<file path="src/design/drm_pkg.sv">
// Package for the dirty rectangle merge list.
// Holds the rectangle type, sizing constants, status codes and geometry helpers.
// No dependencies.
package drm_pkg;

  localparam int MAX_RECTS  = 16;
  localparam int COORD_BITS = 16;
  localparam int COORD_W    = 16;
  localparam int CAP_W      = 5;
  localparam int HELD_W     = 5;
  localparam int IDX_W      = (MAX_RECTS > 1) ? $clog2(MAX_RECTS) : 1;
  localparam int CNT_W      = $clog2(MAX_RECTS + 1);
  localparam int SPAN_W     = COORD_W + 2;
  localparam int AREA_W     = 2 * SPAN_W;
  localparam int GROWTH_W   = 64;

  typedef struct packed {
    logic signed [COORD_W-1:0] l;
    logic signed [COORD_W-1:0] t;
    logic signed [COORD_W-1:0] r;
    logic signed [COORD_W-1:0] b;
  } rect_t;

  typedef enum logic [1:0] {
    ST_ADDED   = 2'd0,
    ST_IGNORED = 2'd1,
    ST_FLUSHED = 2'd2,
    ST_EMPTY   = 2'd3
  } status_e;

  typedef enum logic {
    OP_ADD   = 1'b0,
    OP_FLUSH = 1'b1
  } op_e;

  typedef enum logic [1:0] {
    CELL_HOLD  = 2'd0,
    CELL_SHIFT = 2'd1,
    CELL_WRITE = 2'd2
  } cell_op_e;

  typedef enum logic [3:0] {
    S_IDLE,
    S_SCAN,
    S_GROW,
    S_GROW_END,
    S_DROP,
    S_APPEND,
    S_RESP,
    S_FLUSH
  } state_e;

  // Control from the sequencer to the growth evaluator
  typedef struct packed {
    logic clear;
    logic valid;
  } grow_ctl_t;

  // Keep the low COORD_BITS bits and sign extend
  function automatic logic signed [COORD_W-1:0] sext_coord(logic [COORD_W-1:0] v);
    logic signed [COORD_W-1:0] s;
    s = signed'(v << (COORD_W - COORD_BITS));
    return s >>> (COORD_W - COORD_BITS);
  endfunction

  function automatic logic signed [SPAN_W-1:0] ext_coord(logic signed [COORD_W-1:0] v);
    return {{(SPAN_W - COORD_W){v[COORD_W-1]}}, v};
  endfunction

  // Overlap or zero-pixel gap on both axes
  function automatic logic rects_touch(rect_t a, rect_t c);
    return (ext_coord(a.l) <= ext_coord(c.r) + SPAN_W'(1)) &&
           (ext_coord(c.l) <= ext_coord(a.r) + SPAN_W'(1)) &&
           (ext_coord(a.t) <= ext_coord(c.b) + SPAN_W'(1)) &&
           (ext_coord(c.t) <= ext_coord(a.b) + SPAN_W'(1));
  endfunction

  function automatic rect_t rect_union(rect_t a, rect_t c);
    rect_t u;
    u = a;
    if (c.l < a.l) u.l = c.l;
    if (c.t < a.t) u.t = c.t;
    if (c.r > a.r) u.r = c.r;
    if (c.b > a.b) u.b = c.b;
    return u;
  endfunction

  // Signed area; width and height may be negative for reversed rectangles
  function automatic logic signed [AREA_W-1:0] rect_area(rect_t a);
    logic signed [SPAN_W-1:0] w;
    logic signed [SPAN_W-1:0] h;
    logic signed [AREA_W-1:0] p;
    w = ext_coord(a.r) - ext_coord(a.l) + SPAN_W'(1);
    h = ext_coord(a.b) - ext_coord(a.t) + SPAN_W'(1);
    p = AREA_W'(w) * AREA_W'(h);
    return p;
  endfunction

endpackage

</file>
<file path="src/design/drm_grow_eval.sv">
// Least-growth search over the entries passing the chain head.
// Stage one forms the three areas, stage two keeps the smallest growth.
// Depends on drm_pkg.
module drm_grow_eval (
  input  logic                      clk_i,
  input  logic                      rst_ni,
  input  drm_pkg::grow_ctl_t        ctl_i,
  input  drm_pkg::rect_t            merged_i,
  input  drm_pkg::rect_t            entry_i,
  input  logic [drm_pkg::IDX_W-1:0] idx_i,
  output logic [drm_pkg::IDX_W-1:0] best_idx_o,
  output drm_pkg::rect_t            best_rect_o
);

  logic                                v1_q;
  logic [drm_pkg::IDX_W-1:0]           idx1_q;
  drm_pkg::rect_t                      rect1_q;
  logic signed [drm_pkg::AREA_W-1:0]   pc_q;
  logic signed [drm_pkg::AREA_W-1:0]   pe_q;
  logic signed [drm_pkg::AREA_W-1:0]   pm_q;
  logic [drm_pkg::GROWTH_W-1:0]        best_g_q;
  logic [drm_pkg::GROWTH_W-1:0]        best_g_d;
  logic [drm_pkg::IDX_W-1:0]           best_idx_q;
  logic [drm_pkg::IDX_W-1:0]           best_idx_d;
  drm_pkg::rect_t                      best_rect_q;
  drm_pkg::rect_t                      best_rect_d;
  logic [drm_pkg::GROWTH_W-1:0]        growth;

  // Stage one: areas of the union, the entry and the merged rectangle
  always_ff @(posedge clk_i or negedge rst_ni) begin
    if (!rst_ni) begin
      v1_q <= 1'b0;
    end else begin
      v1_q <= ctl_i.valid;
    end
  end

  always_ff @(posedge clk_i) begin
    idx1_q  <= idx_i;
    rect1_q <= entry_i;
    pc_q    <= drm_pkg::rect_area(drm_pkg::rect_union(merged_i, entry_i));
    pe_q    <= drm_pkg::rect_area(entry_i);
    pm_q    <= drm_pkg::rect_area(merged_i);
  end

  // Stage two: growth modulo 2^64, strict compare keeps the lowest index;
  // the first entry always seeds the search so its rectangle is captured
  always_comb begin
    growth = {{(drm_pkg::GROWTH_W - drm_pkg::AREA_W){pc_q[drm_pkg::AREA_W-1]}}, pc_q}
           - {{(drm_pkg::GROWTH_W - drm_pkg::AREA_W){pm_q[drm_pkg::AREA_W-1]}}, pm_q}
           - {{(drm_pkg::GROWTH_W - drm_pkg::AREA_W){pe_q[drm_pkg::AREA_W-1]}}, pe_q};
    best_g_d    = best_g_q;
    best_idx_d  = best_idx_q;
    best_rect_d = best_rect_q;
    if (ctl_i.clear) begin
      best_g_d   = '1;
      best_idx_d = '0;
    end else if (v1_q && ((growth < best_g_q) || (idx1_q == '0))) begin
      best_g_d    = growth;
      best_idx_d  = idx1_q;
      best_rect_d = rect1_q;
    end
  end

  always_ff @(posedge clk_i) begin
    best_g_q    <= best_g_d;
    best_idx_q  <= best_idx_d;
    best_rect_q <= best_rect_d;
  end

  assign best_idx_o  = best_idx_q;
  assign best_rect_o = best_rect_q;

endmodule

</file>
<file path="config.mk">
export PLATFORM = sky130hd
export DESIGN_NAME = drm_grow_eval
export DESIGN_NICKNAME = d
export VERILOG_FILES = /design/src/design/drm_pkg.sv /design/src/design/drm_grow_eval.sv
export SDC_FILE = /design/constraint.sdc
export NUM_CORES = 2
export LEC_CHECK = 0
export BUFFER_PORTS_ARGS = -buffer_cell sky130_fd_sc_hd__buf_2
export CAP_MARGIN = 20
export CORE_MARGIN = 2
export CORE_UTILIZATION = 65
export DETAILED_ROUTE_END_ITERATION = 6
export PLACE_DENSITY = 0.83
export SLEW_MARGIN = 20
export SYNTH_ARGS = -nofsm -noshare
export SYNTH_HDL_FRONTEND = slang
export SYNTH_SLANG_ARGS = --single-unit
</file>
<file path="constraint.sdc">
create_clock -name clk_i -period 10.9 [get_ports clk_i]
set_input_delay 2.18 -clock clk_i [delete_from_list [all_inputs] [get_ports clk_i]]
set_output_delay 2.18 -clock clk_i [all_outputs]
set_load 0.005 [all_outputs]
</file>
; ---- After elaboration in Yosys (flattened, before gate mapping)
; Index checks and enable logic that the tools add are counted.
; Widths: inputs -> output; s select.
[word_totals]
reg_bits = 309
in_bits = 136
output_inout_bits = 68
[op_classes]
addsub = 14
n_lt_le_gt_ge = 5
muxes = 4
bitwise_logic = 1
multipliers = 3
n_reduce_logical = 4
[op_table]
columns = op, n
row1 = $add 17x2->18 const B, 6
row2 = $mul 18x18->36, 3
row3 = $sub 16x16->17, 6
row4 = $lt 64x64->1, 1
row5 = $mux 16, 4
row6 = $sub 37x36->38, 1
row7 = $sub 36x36->37, 1
row8 = $gt 16x16->1, 2
row9 = $lt 16x16->1, 2
row10 = $logic_not 4->1, 1
row11 = $reduce_and 2->1, 1
row12 = $logic_and 1x1->1, 1
row13 = $logic_or 1x1->1, 1
row14 = $not 1->1, 1

; ---- Depth between registers and ports, before layout
[depth]
word_depth = 6
ltp_mapped = 51

; ---- Worst setup path before layout
; Ideal clock, no wire load.
[synth_timing]
path_kind = in2reg
from = input port merged_i[17] in the netlist's numbering
to = register pc_q[31] in the netlist's numbering
arrival_time_ps = 12760
slack_ps = -1978
path_stages = 47
required_ps = 10782
cell_sequence = inv_1 > ha_1 > nor2b_1 > o21a_1 > o21a_1 > o21a_1 > o211ai_1 > a21oi_1 > a211oi_1 > mux2i_1 > a21oi_2 > buf_2 > mux2_2 > ha_1 > ha_1 > fa_1 > a21o_1 > a21oi_1 > [11 not listed] > ha_1 > inv_1 > fa_1 > inv_1 > fa_1 > inv_1 > fa_1 > inv_1 > ha_1 > and4_1 > nand2_1 > or3_1 > o311a_1 > a311oi_1 > o21a_1 > o21ai_0 > nor2b_1 > xnor2_1
[synth_between]
elab_chain_len = 5
[synth_lines]
columns = item, line
row1 = from (decl), drm_grow_eval.sv:8  ; input drm_pkg::rect_t merged_i,
row2 = $gt 16x16->1, drm_pkg.sv:83  ; if (c.r > a.r) u.r = c.r;
row3 = $mux 16 *, drm_pkg.sv:83
row4 = $sub 16x16->17 *, drm_pkg.sv:93  ; w = ext_coord(a.r) - ext_coord(a.l) + SPAN_W'(1);
row5 = $add 17x2->18 *, drm_pkg.sv:93
row6 = $mul 18x18->36 *, drm_pkg.sv:95  ; p = AREA_W'(w) * AREA_W'(h);
row7 = to (signal assigned), drm_grow_eval.sv:41  ; pc_q <= drm_pkg::rect_area(drm_pkg::rect_union(merged_i, entry_i));
row8 = to (decl), drm_grow_eval.sv:18  ; logic signed [drm_pkg::AREA_W-1:0] pc_q;
; Every way passes the cells marked *; elsewhere a longest branch is shown, timed or not.
; A chain may end at the register's enable or synchronous reset.

; ---- Worst setup path after layout
[layout_timing]
from = input port merged_i[49] in the netlist's numbering
to = register pc_q[34] in the netlist's numbering
[layout_between]
elab_chain_len = 5
[layout_lines]
columns = item, line
row1 = $lt 16x16->1, drm_pkg.sv:81  ; if (c.l < a.l) u.l = c.l;
row2 = $mux 16 *, drm_pkg.sv:81
row3 = $sub 16x16->17 *, drm_pkg.sv:93
row4 = $add 17x2->18 *, drm_pkg.sv:93
row5 = $mul 18x18->36 *, drm_pkg.sv:95
; Marks and branches as above.

==> results.md <==
* Unique masters post-synth at 82
* Total area of sequential cells at 6310 um2
* Area fraction in and, or, nand and nor cells after synthesis at 11.7%
* Level count of the clock H-tree at 2
* Maximum number of pins on one net before global-route repair at 65
* FFs w/ async S/R, synth at 0.353%
* Worst slack at placement at -2110 ps
* Number of global-route vias before repair at 48200
* Latest clock arrival within the worst-skew pair at 590 ps
* Share of cell area taken by muxes after synthesis at 2.05%
* Sequential fraction of the synthesis area at 11.8%
* Port Buffers at 203
* Peak Freq at 83.3 MHz
* Commonest cells after routing, fill and taps aside: 1270 x inv_1, 1012 x fa_1, 755 x buf_4, 681 x nand2_1, 568 x ha_1
* Cell depth of the worst hold path at 0
* Clock tree from TritonCTS: yes
* Combined area of the multi-input logic cells at 43400 um2
* Placed cells at 7619
* Placer Congestion at 1.10
* Root Buffer: clkbuf_16
* Crit path largest cell delay at 540 ps
* Reg2Reg Launch Point: pc_q[0]
* Slew margin rel. at 24.3%
* Crit path setup slack, layout at -1110 ps
* CP Buf/Inv Count at 10
* Gate count of the mapped netlist at 5708
* Flop2flop setup slack at 3190 ps
* Area inside the core boundary at 81800 um2
* WL final at 176000 um
* Depth of the worst register-to-register path at 26
* Starting density of the core at 65.4%
* Destination of the worst register-to-register timing path: best_rect_o[49]
* Adder and majority gate portion of the synthesized area at 52.8%
* Type of the worst setup path: input port to flop
* Synthesis-to-layout area growth at 21.2%
* Initial drt markers at 3872
* Wire length of the first global-routing pass at 269000 um
* Maximum Capacitance Violations at 0
* Worst Skew at 48.9 ps
* Rows at 105
* Period utilisation layout at 110%
* Post-Synthesis Cell Area at 53500 um2
* Number of hold buffers added after cts at 0
* Predominant post-synthesis flop cell: dfxtp_1
* Final Hold Vio Count at 0
* Run status: finished, violations left
* Clock input transition at the sequential cells of the worst setup and hold paths at 60 ps
* Hold path startpoint: rect1_q[59]
* Critical Path Sink Type: flop
* Arrival time of data at the critical path endpoint at 12510 ps
* Number of enable-type register cells in the synthesized netlist at 64
* # fillers at 5133
* Data required time of the critical path at 11400 ps
* Area share of xor/xnor cells in the synthesized design at 4.27%
* Cell type with the highest occurrence count on the critical path: a21o_1
* Final HPWL from detailed placement at 147000 um
* Floorplan die area at 84600 um2
* Fraction of final layout cells sized beyond drive strength 1 at 21.1%
* Worst slew pin tran at 1120 ps
* Antenna violations before repair at 7
* Main combinational cell family by area after synthesis: adder cells
* Setup TNS at -15450 ps
* Max Transition Viols Final at 0
* Compound-gate portion of the synthesized area at 7.28%
* Initial DRT Pass Iterations at 7
* Net count of the mapped netlist at 7483
* Mean post-synth cell area at 9.38 um2
* Horizontal die dimension at 291 um
* Aggregate global routing overflow at 0
* GRT Util Overall at 42.0%
* Slowest cell on crit path: fa_1
* Top-level port count at 204
* Register bit count reported by yosys at 283
* Largest buffer count on any clock path at 3
* Non-filler cells in the finished layout at 7733
* Y dimension of the die at 291 um
* Number of nets in the layout at 8411
* Min Tclk post-route at 12010 ps
* Number of endpoints failing setup at the final stage at 20
* Maximum fanout along the worst path at 5
* Top Family by Delay on Critical Path: compound AO/OA/AOI/OAI gates
* Clock net sink count at 283
* Setup repair after global routing missed its margin: true
* Via count of the routed design at 44900
* Total number of yosys warnings at 0
* Worst min-delay path class: flop to flop
* CTS buffer count at 34
* Average detailed-routed wire length per instance at 22.7 um
* Final design utilization at 79.3%
* Avg Vias per Cell at 5.80
* Kind of start point of the critical path: input port
* Most common cell after layout, fill and taps aside: inv_1
* Hold-critical path endpoint: best_rect_o[59]
* Final ANT Viol Nets at 0
* Residual DRC at 2
* Violated checks: DRC, setup timing
[cell families after synthesis]
logic type,Yosys count
xor gates and xnor gates,261
adders and majority gates,1639
buffers and inverters,1434
muxes,104
and+or+nand+nor,1407
DFF,283
AOI/OAI and AO/OA,580
[cell usage after synthesis (8+ instances only)]
master | number | share of area (%)
a21o_1 | 100 | 1.4
inv_1 | 1304 | 9.1
o31ai_1 | 10 | 0.14
xor2_1 | 76 | 1.2
nor2_1 | 295 | 2.1
a211o_1 | 8 | 0.13
a21bo_2 | 8 | 0.15
nor3_1 | 33 | 0.31
and2_1 | 144 | 1.7
xnor2_1 | 185 | 3.0
o21ai_0 | 92 | 0.86
ha_1 | 608 | 14
a21oi_1 | 171 | 1.6
clkbuf_1 | 109 | 0.76
a31oi_1 | 17 | 0.20
a211oi_1 | 20 | 0.28
edfxtp_1 | 64 | 3.6
fa_1 | 1031 | 39
buf_2 | 15 | 0.14
o21bai_1 | 21 | 0.29
nand2_1 | 699 | 4.9
o211ai_1 | 17 | 0.24
nor2b_1 | 60 | 0.70
mux2_2 | 31 | 0.65
or2_2 | 13 | 0.15
dfxtp_1 | 218 | 8.2
and3_1 | 21 | 0.25
nand3_1 | 33 | 0.31
mux2i_1 | 71 | 1.3
or3_1 | 16 | 0.19
nand4_1 | 22 | 0.26
o21a_1 | 32 | 0.45
nand2b_1 | 56 | 0.65
[sequential cells by signal (all words and copies together), names as in the netlist]
register     flops
best_rect_o     64
rect1_q         64
best_g_q        38
pc_q            36
pe_q            36
pm_q            36
best_idx_o       4
idx1_q           4
v1_q             1
[worst max path at each step]
| stage | end | slack (ps) | cells after the start | from |
|---|---|---|---|---|
| 2_1_floorplan | pc_q[34] | -1030 | 44 | entry_i[49] |
| 3_3_place_gp | pc_q[34] | -1800 | 47 | merged_i[33] |
| 3_5_place_dp | pc_q[34] | -2110 | 47 | merged_i[33] |
| 4_1_cts | pc_q[33] | -890 | 47 | merged_i[49] |
| 5_1_grt | pc_q[34] | -1400 | 52 | merged_i[17] |
| 6_report | pc_q[34] | -1110 | 47 | merged_i[49] |
[stage by stage]
| step | cell area [um2] | hold WS (ps) |
|---|---|---|
| floorplan | 54100 | 386 |
| global placement | 62000 | 386 |
| detailed placement | 62000 | 389 |
| CTS | 64200 | 401 |
| global route | 64900 | 400 |
| finish | 64900 | 403 |
[cell type report]
cell class	count	area share, %
clock buffer	39	1.42
clock inverter	23	0.424
tap	1070	2.06
sequential	283	9.73
timing repair buffer	1022	11.9
antenna	1	0.00386
inverter	1304	7.56
multi-input combinational	3991	66.9
[per-layer routing]
metal | part of all wire (%) | up-vias | track usage, %
met4 | 7.6 | 12 | 25.4
met5 | 0.043 | - | 0
li1 | - | 19400 | -
met3 | 12 | 655 | 12.0
met2 | 45 | 2455 | 66.0
met1 | 36 | 22400 | 51.8
[repair_timing]
action / in CTS / in global routing
setup buffers: 39 / 18
pin swaps: 91 / 78
setup endpoints to repair: 27 / 41
gates resized for setup: 144 / 119
Power is left out: the tool's default activity adds up to more than one toggle a clock period on the data nets, which glitch-free logic cannot reach.
