`src/design/drm_pkg.sv`:
```
// Package for the dirty rectangle merge list.
// Holds the rectangle type, sizing constants, status codes and geometry helpers.
// No dependencies.
package drm_pkg;

  localparam int MAX_RECTS  = 16;
  localparam int COORD_BITS = 16;
  localparam int COORD_W    = 16;
  localparam int CAP_W      = 5;
  localparam int HELD_W     = 5;
  localparam int IDX_W      = (MAX_RECTS > 1) ? $clog2(MAX_RECTS) : 1;
  localparam int CNT_W      = $clog2(MAX_RECTS + 1);
  localparam int SPAN_W     = COORD_W + 2;
  localparam int AREA_W     = 2 * SPAN_W;
  localparam int GROWTH_W   = 64;

  typedef struct packed {
    logic signed [COORD_W-1:0] l;
    logic signed [COORD_W-1:0] t;
    logic signed [COORD_W-1:0] r;
    logic signed [COORD_W-1:0] b;
  } rect_t;

  typedef enum logic [1:0] {
    ST_ADDED   = 2'd0,
    ST_IGNORED = 2'd1,
    ST_FLUSHED = 2'd2,
    ST_EMPTY   = 2'd3
  } status_e;

  typedef enum logic {
    OP_ADD   = 1'b0,
    OP_FLUSH = 1'b1
  } op_e;

  typedef enum logic [1:0] {
    CELL_HOLD  = 2'd0,
    CELL_SHIFT = 2'd1,
    CELL_WRITE = 2'd2
  } cell_op_e;

  typedef enum logic [3:0] {
    S_IDLE,
    S_SCAN,
    S_GROW,
    S_GROW_END,
    S_DROP,
    S_APPEND,
    S_RESP,
    S_FLUSH
  } state_e;

  // Control from the sequencer to the growth evaluator
  typedef struct packed {
    logic clear;
    logic valid;
  } grow_ctl_t;

  // Keep the low COORD_BITS bits and sign extend
  function automatic logic signed [COORD_W-1:0] sext_coord(logic [COORD_W-1:0] v);
    logic signed [COORD_W-1:0] s;
    s = signed'(v << (COORD_W - COORD_BITS));
    return s >>> (COORD_W - COORD_BITS);
  endfunction

  function automatic logic signed [SPAN_W-1:0] ext_coord(logic signed [COORD_W-1:0] v);
    return {{(SPAN_W - COORD_W){v[COORD_W-1]}}, v};
  endfunction

  // Overlap or zero-pixel gap on both axes
  function automatic logic rects_touch(rect_t a, rect_t c);
    return (ext_coord(a.l) <= ext_coord(c.r) + SPAN_W'(1)) &&
           (ext_coord(c.l) <= ext_coord(a.r) + SPAN_W'(1)) &&
           (ext_coord(a.t) <= ext_coord(c.b) + SPAN_W'(1)) &&
           (ext_coord(c.t) <= ext_coord(a.b) + SPAN_W'(1));
  endfunction

  function automatic rect_t rect_union(rect_t a, rect_t c);
    rect_t u;
    u = a;
    if (c.l < a.l) u.l = c.l;
    if (c.t < a.t) u.t = c.t;
    if (c.r > a.r) u.r = c.r;
    if (c.b > a.b) u.b = c.b;
    return u;
  endfunction

  // Signed area; width and height may be negative for reversed rectangles
  function automatic logic signed [AREA_W-1:0] rect_area(rect_t a);
    logic signed [SPAN_W-1:0] w;
    logic signed [SPAN_W-1:0] h;
    logic signed [AREA_W-1:0] p;
    w = ext_coord(a.r) - ext_coord(a.l) + SPAN_W'(1);
    h = ext_coord(a.b) - ext_coord(a.t) + SPAN_W'(1);
    p = AREA_W'(w) * AREA_W'(h);
    return p;
  endfunction

endpackage

```
`src/design/drm_cell.sv`:
```
// One slot of the rectangle chain.
// Holds a rectangle and takes its upper neighbor's or the write data on command.
// Depends on drm_pkg.
module drm_cell (
  input  logic              clk_i,
  input  drm_pkg::cell_op_e op_i,
  input  drm_pkg::rect_t    upper_i,
  input  drm_pkg::rect_t    wr_rect_i,
  output drm_pkg::rect_t    rect_o
);

  drm_pkg::rect_t rect_q;
  drm_pkg::rect_t rect_d;

  // Select the next content
  always_comb begin
    case (op_i)
      drm_pkg::CELL_SHIFT: rect_d = upper_i;
      drm_pkg::CELL_WRITE: rect_d = wr_rect_i;
      default:             rect_d = rect_q;
    endcase
  end

  always_ff @(posedge clk_i) begin
    rect_q <= rect_d;
  end

  assign rect_o = rect_q;

endmodule

```
`config.mk`:
```
export PLATFORM = sky130hd
export DESIGN_NAME = drm_cell
export DESIGN_NICKNAME = d
export VERILOG_FILES = /design/src/design/drm_pkg.sv /design/src/design/drm_cell.sv
export SDC_FILE = /design/constraint.sdc
export NUM_CORES = 1
export LEC_CHECK = 0
export BUFFER_PORTS_ARGS = -buffer_cell sky130_fd_sc_hd__buf_2
export CELL_PAD_IN_SITES_DETAIL_PLACEMENT = 0
export CELL_PAD_IN_SITES_GLOBAL_PLACEMENT = 1
export CORE_ASPECT_RATIO = 1.5
export CORE_MARGIN = 5
export CORE_UTILIZATION = 33
export DETAILED_ROUTE_END_ITERATION = 8
export GPL_TIMING_DRIVEN = 1
export PLACE_DENSITY = 0.77
export SYNTH_ARGS = -nofsm -noshare
export SYNTH_HDL_FRONTEND = slang
export SYNTH_SLANG_ARGS = --single-unit
```
`constraint.sdc`:
```
create_clock -name clk_i -period 2.88 [get_ports clk_i]
set_input_delay 0.432 -clock clk_i [delete_from_list [all_inputs] [get_ports clk_i]]
set_output_delay 0.432 -clock clk_i [all_outputs]
set_load 0.02 [all_outputs]
```
### Word level (Yosys, flattened, before mapping)

Index checks and enable logic that the tools add are counted.
Widths: inputs -> output; s select.

* bits in registers: 64
* input port bits: 131
* word-level logic and storage cells: 8

* equality and inequality tests: 2
* mux-type cells: 1
* reductions and logical operators: 1

Operator list (count)
* $pmux 64 s2: 1
* $eq 2x1->1 const B: 1
* $eq 2x2->1 const B: 1
* $reduce_bool 2->1: 1

### Depth between registers and ports, before layout

Gate-level depths: netlist of the first run.

* depth in word-level cells: 2
* depth in mapped cells: 5
* mapped depth without buffers: 3

### Least setup slack after synthesis of the first run

Ideal clock, no wire load.

* path kind: input-to-reg
* from: input op_i[0]
* to: register rect_q, in the netlist rect_o[0], enable pin
* setup time: 418 ps
* arrival time: 1987 ps
* data required time: 2462 ps
* slack: 475 ps
* stages on the path: 3
* cells stage by stage: inv_1 -> ha_1 -> inv_1

* word-level cells in the longest chain between the ends: 2
* elaborated cells on any way between the ends: 3
* classes of those cells: eq/ne (2); reduce/logical (1)

Ends and longest elaborated chain
* start, declared: line drm_cell.sv:6 `input drm_pkg::cell_op_e op_i,`
* $eq 2x2->1 / $eq 2x1->1 (equally long branches): line drm_cell.sv:17 `case (op_i)`
* $reduce_bool 2->1 (no line) (*)
* end signal, assigned: line drm_cell.sv:25 `rect_q <= rect_d;`
* end, declared: line drm_cell.sv:12 `drm_pkg::rect_t rect_q;`

Every way passes the cells marked *; elsewhere a longest branch is shown, timed or not.
A chain may end at the register's enable or synchronous reset.

### Worst setup path in the final report of the first run

* from: input op_i[0]
* to: register rect_q, in the netlist rect_o[61], enable pin

The elaborated chain is that of the path after synthesis.

==> results of run 1 <==
## worst max-delay path by stage
stage	to	cells after the start
2_1_floorplan	rect_o[0]	3
3_3_place_gp	rect_o[58]	5
3_5_place_dp	rect_o[44]	5
4_1_cts	rect_o[61]	5
5_1_grt	rect_o[52]	5
6_report	rect_o[61]	5
## cell usage in the layout, fill, tap and decap left out
cell | netlist | routed
sky130_fd_sc_hd__mux2_2 | 4 | 4
sky130_fd_sc_hd__buf_12 | 6 | 1
sky130_fd_sc_hd__clkinv_2 | 0 | 4
sky130_fd_sc_hd__clkbuf_16 | 0 | 9
sky130_fd_sc_hd__ha_4 | 0 | 1
sky130_fd_sc_hd__mux2_4 | 60 | 60
sky130_fd_sc_hd__bufinv_16 | 0 | 3
sky130_fd_sc_hd__inv_2 | 0 | 1
sky130_fd_sc_hd__buf_4 | 0 | 2
sky130_fd_sc_hd__inv_1 | 2 | 1
sky130_fd_sc_hd__edfxtp_1 | 64 | 64
sky130_fd_sc_hd__buf_2 | 0 | 194
## where the power goes
group / switching (uW) / total (uW) / internal, uW
combinational: 331 / 588 / 257
sequential: 29.1 / 1220 / 1190
clock: 364 / 1200 / 837
total: 724 / 3010 / 2280
## routing by layer
metal	routed length (um)	GRT usage [%]	vias to the layer above
met1	2340	11.7	926
li1	-	-	942
met4	280	7.47	0
met5	0	0	-
met2	4220	24.2	108
met3	632	4.51	18
## area by class of cell
type | instances | area [um2]
fillers | 794 | 4500
flip-flops and latches | 64 | 1920
repair buffers | 197 | 1010
multi-input cells | 65 | 971
clock buffers | 9 | 225
well taps | 110 | 138
clock inverters | 7 | 110
inverters | 2 | 7.51
## cells by family after synthesis
logic type / count (synthesis) / synth area share [%]
fa+ha+maj: 1 / 0.414
flops: 64 / 63.7
mux: 64 / 31.3
buf+inv: 9 / 4.60
## metrics by stage
step / utilization [%] / setup WS [ns] / instances / hold WS (ns) / power, uW
6_report: 49.3 / 1.25 / 454 / 0.406 / 3010
5_1_grt: 49.3 / 1.15 / 454 / 0.393 / 3130
4_1_cts: 49.3 / 1.22 / 454 / 0.387 / 3060
3_5_place_dp: 45.5 / 0.846 / 438 / 0.736 / 1840
3_3_place_gp: 45.5 / 0.895 / 438 / 0.734 / 1820
2_1_floorplan: - / 0.475 / 138 / 0.649 / 1600
==> impl_metrics.ini, run 1 <==
[outcome]
outcome = complete, no violations

[critical_path]
cp-end-kind = register
critical_path.max_stage_delay_ns = 0.41
critical_path.cell_chain = buf_2 -> inv_1 -> ha_4 -> inv_2 -> buf_4
critPathKind = in2reg
slowest_stage_cell_crit_path = sky130_fd_sc_hd__buf_4
startpoint_type = primary input
path_delay_family = buffers and inverters
cp.required_ns = 2.87
critPathLaunch = op_i[0]
critical_path.n_buffers_inverters = 4
arrival_time_of_data_at_the_critical_path_endpoint_ns = 1.62
worstPathMaxFanout = 25

[grt]
grt_first_pass_wirelength_um = 10500
grt_pass1_vias = 2166
grt_use_total_pct = 13.0
globalRouteOverflowTotal = 0
grt_antenna_before_repair = 0
grt_start_max_net_pins = 65

[logic_synthesis]
synth_cells = 138
ys_async_sr_fraction_pct = 0
syn_area_mm2 = 0.00302
syn-num-nets = 270
sequential_to_total_area_share_from_yosys_stat_pct = 63.7
synth_largest_type_area_fraction_pct = 63.7
syn-mean-instance-area_um2 = 21.9
ys_warn_count = 0
synth.largest_area_cell = sky130_fd_sc_hd__edfxtp_1
synth_flop_cell = sky130_fd_sc_hd__edfxtp_1
yosysUniqueCellTypes = 7
synth_most_common_cell = sky130_fd_sc_hd__edfxtp_1
synth.top_cells.by_area = sky130_fd_sc_hd__edfxtp_1, sky130_fd_sc_hd__mux2_4, sky130_fd_sc_hd__buf_12
synthTopCellsByCount = sky130_fd_sc_hd__edfxtp_1, sky130_fd_sc_hd__mux2_4, sky130_fd_sc_hd__buf_12, sky130_fd_sc_hd__mux2_2, sky130_fd_sc_hd__inv_1
synth_enable_flop_cells = 64
yosys_register_bits = 64

[cts]
clock_tree_from_tritoncts = done
numCtsBuffers = 9
cts_root_buffer = sky130_fd_sc_hd__clkbuf_16
postCtsHoldBufs = 0
clkSinkCount = 64
clk_pin_slew_ns = 0.05
h_tree_depth = 3
cts_resized = 0
post-cts-setup-buffers = 0
clockBufferDepth = 2

[finish]
final_design_area_no_fill_mm2 = 0.00438
flow.area_growth_from_synthesis_pct = 45.0
post_route_cells_drive_above_1_share_pct = 81.1
num-nets-final = 471
largest_register_ff_count = 64
final_antenna_diode_count = 0

[detailed_routing]
average_wire_per_standard_cell_um = 16.5
wirelength_um = 7470
detailroute.via_count = 1994
route.detailed.drc = 0
drt-vias-per-instance = 4.39
antenna_violating_nets_post_route = 0
initialDrtViolationCount = 73
drtPass1Iterations = 5

[place]
routabilityCongestion = 0.782
dpl-instance-area_mm2 = 0.00404
place.port_buffers = 194
dp_hpwl_um = 5990

[sta]
worst_slew_margin_rel_pct = 67.2
slew_viol_final = 0
rsz0062_at_grt = no
final-hold-violation-count = 0
timing.fmax_ghz = 0.613
tightestPinTransition_ns = 0.491
final_sum_of_negative_setup_slack_ns = 0
setup_viol_count_final = 0
layout_worst_path_cycle_share_pct = 56.6
final.min_clock_period_ns = 1.63

[power]
power_density_mw_per_mm2 = 686
vdd_drop_max_uv = 313
reported_leakage_power_uw = 0.00206

[die]
fp.dieW_um = 88.1
core_area_mm2 = 0.00888
initial_utilization_pct = 34.0
num_rows = 42
floorplan.die_area_mm2 = 0.0112
die_height_um = 127
pin_count = 195

[min_path]
worstHoldStart = wr_rect_i[4]
hold_ep = rect_o[4]
worst_hold_path_stage_count = 2
worstHoldPathType = in2reg

[flow_run]
timing.max_cap.violations = 0
(Power assumes the default switching activity.)
==> run 2, diff against run 1 <==
==> constraint.sdc (replaced) <==
create_clock -name clk_i -period 1.6 [get_ports clk_i]
set_input_delay 0.24 -clock clk_i [delete_from_list [all_inputs] [get_ports clk_i]]
set_output_delay 0.24 -clock clk_i [all_outputs]
set_load 0.02 [all_outputs]
==> run 2 against run 1 <==
Net effect:
- total power up 69%
- sequential power rose by 79%
- utilization grew 0.28 points
- largest cell class unchanged
- largest power group unchanged
==> impl_metrics.ini, run 2 (synthesis gave the netlist of run 1 again) <==
[outcome]
outcome = complete, no violations

[place]
dp_hpwl_um = 5880
pre_cts_setup_slack_ns = 0.137
place.port_buffers = 194
dpl-instance-area_mm2 = 0.00413
routabilityCongestion = 0.701

[detailed_routing]
drtPass1Iterations = 4
detailroute.via_count = 1991
routedLengthMet1_um = 2440
average_wire_per_standard_cell_um = 16.1
antenna_violating_nets_post_route = 0
initialDrtViolationCount = 57
drt-vias-per-instance = 4.37
wirelength_um = 7320
routed-wl-met2_um = 3960
topRoutingLayerUsed = met4
wl_met3_um = 698
route.detailed.drc = 0

[critical_path]
critPathKind = in2reg
cp-end-kind = register
startpoint_type = primary input
path_delay_family = buffers and inverters
arrival_time_of_data_at_the_critical_path_endpoint_ns = 1.19
cp.required_ns = 1.67
critical_path.max_stage_delay_ns = 0.31
critical_path.n_buffers_inverters = 3
slowest_stage_cell_crit_path = sky130_fd_sc_hd__mux2_4
critical_path.cell_chain = buf_2 -> inv_8 -> ha_4 -> buf_12 -> mux2_4
worstPathMaxFanout = 23

[die]
pin_count = 195
floorplan.die_area_mm2 = 0.0112
initial_utilization_pct = 34.0
num_rows = 42
fp.dieW_um = 88.1
core_area_mm2 = 0.00888
die_height_um = 127

[sta]
final.min_clock_period_ns = 1.12
rsz0062_at_grt = no
tightestPinTransition_ns = 0.185
finalHoldWorstSlack_ns = 0.216
worst_slew_margin_rel_pct = 87.7
setup_viol_count_final = 0
final-hold-violation-count = 0
timing.fmax_ghz = 0.892
layout_worst_path_cycle_share_pct = 70.1
slew_viol_final = 0
layout_setup_ws_ns = 0.479
final_sum_of_negative_setup_slack_ns = 0

[cts]
cts_resized = 0
clkSinkCount = 64
numCtsBuffers = 9
post-cts-setup-buffers = 0
postCtsHoldBufs = 0
cts_root_buffer = sky130_fd_sc_hd__clkbuf_16
clk_pin_slew_ns = 0.05
h_tree_depth = 3
clockBufferDepth = 2
clock_tree_from_tritoncts = done

[finish]
largest_register_ff_count = 64
num-nets-final = 474
post_route_cells_drive_above_1_share_pct = 80.6
final_design_area_no_fill_mm2 = 0.00440
final_antenna_diode_count = 0
flow.area_growth_from_synthesis_pct = 45.9
final_cell_mix = sky130_fd_sc_hd__buf_2, sky130_fd_sc_hd__edfxtp_1, sky130_fd_sc_hd__mux2_4
layout.cells.most_common = sky130_fd_sc_hd__buf_2
post-route-util_pct = 49.6

[power]
p_int_uw = 3800
power.share.combinational_pct = 21.4
clkPwrFrac_pct = 35.7
vdd_drop_max_uv = 669
power_density_mw_per_mm2 = 1160
switching_share_pct = 25.4
seq_power_share_pct = 42.9
reported_leakage_power_uw = 0.00206
net-switching-power_uw = 1290

[grt]
grt_use_total_pct = 13.3
grt_first_pass_wirelength_um = 11000
grt_antenna_before_repair = 0
globalRouteOverflowTotal = 0
grt_pass1_vias = 2191
grt_start_max_net_pins = 35

[min_path]
worstHoldPathType = in2reg

[flow_run]
timing.max_cap.violations = 0
run 2: cell count changes in the layout (fill, tap and decap cells not counted):
cell,change
sky130_fd_sc_hd__bufinv_16,-2
sky130_fd_sc_hd__inv_2,-1
sky130_fd_sc_hd__inv_1,-1
sky130_fd_sc_hd__clkinv_1,+3
sky130_fd_sc_hd__buf_12,+4
sky130_fd_sc_hd__clkinv_2,-2
sky130_fd_sc_hd__inv_8,+1
sky130_fd_sc_hd__clkinvlp_4,+1
sky130_fd_sc_hd__buf_4,-1
run 2: final timing paths:
check | startpoint | to | slack [ns] | depth (start not counted)
setup / recovery | op_i[0] | rect_o[9] | 0.48 | 5
hold / removal | wr_rect_i[59] | rect_o[59] | 0.22 | 2
run 2: final cells by class:
| cell class | instances | area [um2] |
|---|---|---|
| clock buffers | 9 | 225 |
| clock inverters | 6 | 51.3 |
| fillers | 800 | 4480 |
| inverters | 2 | 18.8 |
| multi-input cells | 65 | 971 |
| flip-flops and latches | 64 | 1920 |
| well taps | 110 | 138 |
| repair buffers | 200 | 1080 |
run 2: per-layer routing:
layer,up-vias,global-route usage (%)
met3,20,4.38
met4,0,7.12
met2,116,23.3
met1,905,13.7
li1,950,-
met5,-,0
run 2: stage by stage:
stage	cells	total power (uW)
global placement	441	3310
floorplan	138	2880
CTS	456	5190
global route	456	5340
finish	456	5090
detailed placement	441	3330
run 2: power groups by stage:
stage               registers (uW)  clock network, uW  logic (uW)
global route                  2210               1960        1160
floorplan                     2550                  0         326
global placement              2210                  0        1090
detailed placement            2220                  0        1110
finish                        2180               1820        1090
CTS                           2190               1880        1110
==> run 3, diff against run 2 <==
--- a/config.mk
+++ b/config.mk
@@ -10,10 +10,10 @@
 export CELL_PAD_IN_SITES_GLOBAL_PLACEMENT = 1
 export CORE_ASPECT_RATIO = 1.5
 export CORE_MARGIN = 5
-export CORE_UTILIZATION = 33
+export CORE_UTILIZATION = 30
 export DETAILED_ROUTE_END_ITERATION = 8
 export GPL_TIMING_DRIVEN = 1
-export PLACE_DENSITY = 0.77
+export PLACE_DENSITY = 0.74
 export SYNTH_ARGS = -nofsm -noshare
 export SYNTH_HDL_FRONTEND = slang
 export SYNTH_SLANG_ARGS = --single-unit
==> constraint.sdc (replaced) <==
create_clock -name clk_i -period 0.9 [get_ports clk_i]
set_input_delay 0.135 -clock clk_i [delete_from_list [all_inputs] [get_ports clk_i]]
set_output_delay 0.135 -clock clk_i [all_outputs]
set_load 0.02 [all_outputs]
==> run 3 against run 2 <==
Net effect:
- the flow now finishes with violations (setup timing)
- global-route usage decreased by 0.27 points
- total power is 84% higher
- via count grew 3.6%
- critical path depth down 4
- final cell count up 3.7%
- design area is 11% higher
- clock power rose by 64%
- count of clock-buffer cells in the layout is 1 higher
- sequential cell count did not move
- wire length increased by 7.2%
- sequential power increased by 83%
- worst setup slack worse by 0.62 ns
- largest cell class unchanged
- largest power group unchanged
==> impl_metrics.ini, run 3 (synthesis gave the netlist of run 1 again) <==
[outcome]
outcome = finished, violations left
violated_checks = setup timing

[sta]
finalHoldWorstSlack_ns = 0.106
rsz0062_at_grt = yes
timing.fmax_ghz = 0.960
setup_viol_count_final = 113
final-hold-violation-count = 0
layout_worst_path_cycle_share_pct = 116
final.min_clock_period_ns = 1.04
tightestPinTransition_ns = 0.157
slew_viol_final = 0
layout_setup_ws_ns = -0.141
final_sum_of_negative_setup_slack_ns = -9.40
worst_slew_margin_rel_pct = 89.5

[power]
seq_power_share_pct = 42.5
net-switching-power_uw = 2430
switching_share_pct = 26.0
p_int_uw = 6920
power.share.combinational_pct = 25.6
vdd_drop_max_uv = 917
reported_leakage_power_uw = 0.00224
power_density_mw_per_mm2 = 1910
clkPwrFrac_pct = 31.9

[critical_path]
critical_path.n_buffers_inverters = 1
arrival_time_of_data_at_the_critical_path_endpoint_ns = 0.91
cp-end-kind = output pin
slowest_stage_cell_crit_path = sky130_fd_sc_hd__edfxtp_1
startpoint_type = register
critical_path.cell_chain = buf_6
critPathKind = reg2out
cp.required_ns = 0.76
worstPathMaxFanout = 1
critical_path.max_stage_delay_ns = 0.42
path_delay_family = flip-flops

[finish]
final_antenna_diode_count = 0
largest_register_ff_count = 64
num-nets-final = 483
flow.area_growth_from_synthesis_pct = 61.7
layout.cells.most_common = sky130_fd_sc_hd__buf_2
post_route_cells_drive_above_1_share_pct = 80.9
area_of_the_multi_input_gates_um2 = 986
final_cell_mix = sky130_fd_sc_hd__buf_2, sky130_fd_sc_hd__mux2_4, sky130_fd_sc_hd__edfxtp_1
final.fill_count = 869
sequential_cell_area_mm2 = 0.00192

[place]
pre_cts_setup_slack_ns = -0.419
routabilityCongestion = 0.796
dp_hpwl_um = 5960
place.port_buffers = 194

[cts]
postCtsHoldBufs = 0
clock_tree_from_tritoncts = done
clockBufferDepth = 2
numCtsBuffers = 9
clk_pin_slew_ns = 0.05
cts_root_buffer = sky130_fd_sc_hd__clkbuf_16
clkSinkCount = 64
h_tree_depth = 3

[detailed_routing]
wirelength_um = 7850
antenna_violating_nets_post_route = 0
initialDrtViolationCount = 36
detailroute.via_count = 2062
drtPass1Iterations = 4
drt-vias-per-instance = 4.36
average_wire_per_standard_cell_um = 16.6
route.detailed.drc = 0

[grt]
grt_start_max_net_pins = 28
globalRouteOverflowTotal = 0
grt_pass1_vias = 2189
grt_first_pass_wirelength_um = 11700
grt_use_total_pct = 13.0
grt_antenna_before_repair = 0

[flow_run]
timing.max_cap.violations = 0

[min_path]
hold_ep = rect_o[60]
worst_hold_path_stage_count = 2
worstHoldStart = upper_i[60]
worstHoldPathType = in2reg

[die]
num_rows = 45
die_height_um = 133
pin_count = 195
core_area_mm2 = 0.00997
fp.dieW_um = 91.9
floorplan.die_area_mm2 = 0.0122
initial_utilization_pct = 30.3
==> run 3: cell count changes in the layout (fill, tap and decap cells not counted) <==
cell and change:
sky130_fd_sc_hd__buf_6 +47, sky130_fd_sc_hd__buf_2 -45, sky130_fd_sc_hd__buf_16 +4, sky130_fd_sc_hd__mux2_2 -4, sky130_fd_sc_hd__mux2_4 +4, sky130_fd_sc_hd__buf_8 +3
sky130_fd_sc_hd__buf_12 +1, sky130_fd_sc_hd__buf_4 -1, sky130_fd_sc_hd__bufinv_16 -1, sky130_fd_sc_hd__clkbuf_1 +1, sky130_fd_sc_hd__clkinv_2 +1, sky130_fd_sc_hd__clkinv_8 +1
sky130_fd_sc_hd__inv_8 -1
==> run 3: stage by stage <==
step / cell area [um2] / std cells / util [%] / total power (uW)
global placement: 4150 / 448 / 41.7 / 5910
floorplan: 3070 / 138 / - / 5140
finish: 4880 / 473 / 49.0 / 9350
detailed placement: 4150 / 448 / 41.7 / 5950
CTS: 4770 / 473 / 47.9 / 9350
global route: 4880 / 473 / 49.0 / 9770
==> run 3: what timing repair did <==
action | CTS | global route
pin swaps | 1 | 0
setup endpoints to repair | 128 | 128
buffers inserted | 4 | 2
gates cloned | 5 | 0
resized for setup | 65 | 42
==> run 3: power groups by stage <==
stage | Sequential [uW] | Combinational (uW) | Clock, uW
5_1_grt | 4020 | 2510 | 3240
6_report | 3980 | 2390 | 2980
3_5_place_dp | 3960 | 1990 | 0
2_1_floorplan | 4540 | 597 | 0
4_1_cts | 3950 | 2300 | 3090
3_3_place_gp | 3950 | 1970 | 0
==> run 3: per-layer routing <==
| metal | GRT usage [%] | up-vias | routed length (um) |
|---|---|---|---|
| met4 | 7.11 | 0 | 216 |
| met3 | 3.87 | 14 | 550 |
| met2 | 23.0 | 102 | 4370 |
| met5 | 0 | - | 0 |
| met1 | 13.7 | 976 | 2710 |
| li1 | - | 970 | - |
==> run 3: worst max-delay path by stage <==
stage | start | endpoint | slack (ns) | depth (start not counted)
global placement | op_i[0] | rect_o[57] | -0.40 | 5
global route | rect_o[46] | rect_o[46] | -0.18 | 1
floorplan | op_i[0] | rect_o[0] | -0.80 | 3
finish | rect_o[46] | rect_o[46] | -0.14 | 1
CTS | rect_o[46] | rect_o[46] | -0.17 | 1
detailed placement | op_i[0] | rect_o[29] | -0.42 | 5
==> run 3: final cells by class <==
cell class / instances / area share, %
timing repair buffer: 209 / 31.7
clock inverter: 6 / 0.538
tap: 117 / 3.00
sequential: 64 / 39.4
multi-input combinational: 65 / 20.2
clock buffer: 10 / 4.69
inverter: 2 / 0.487
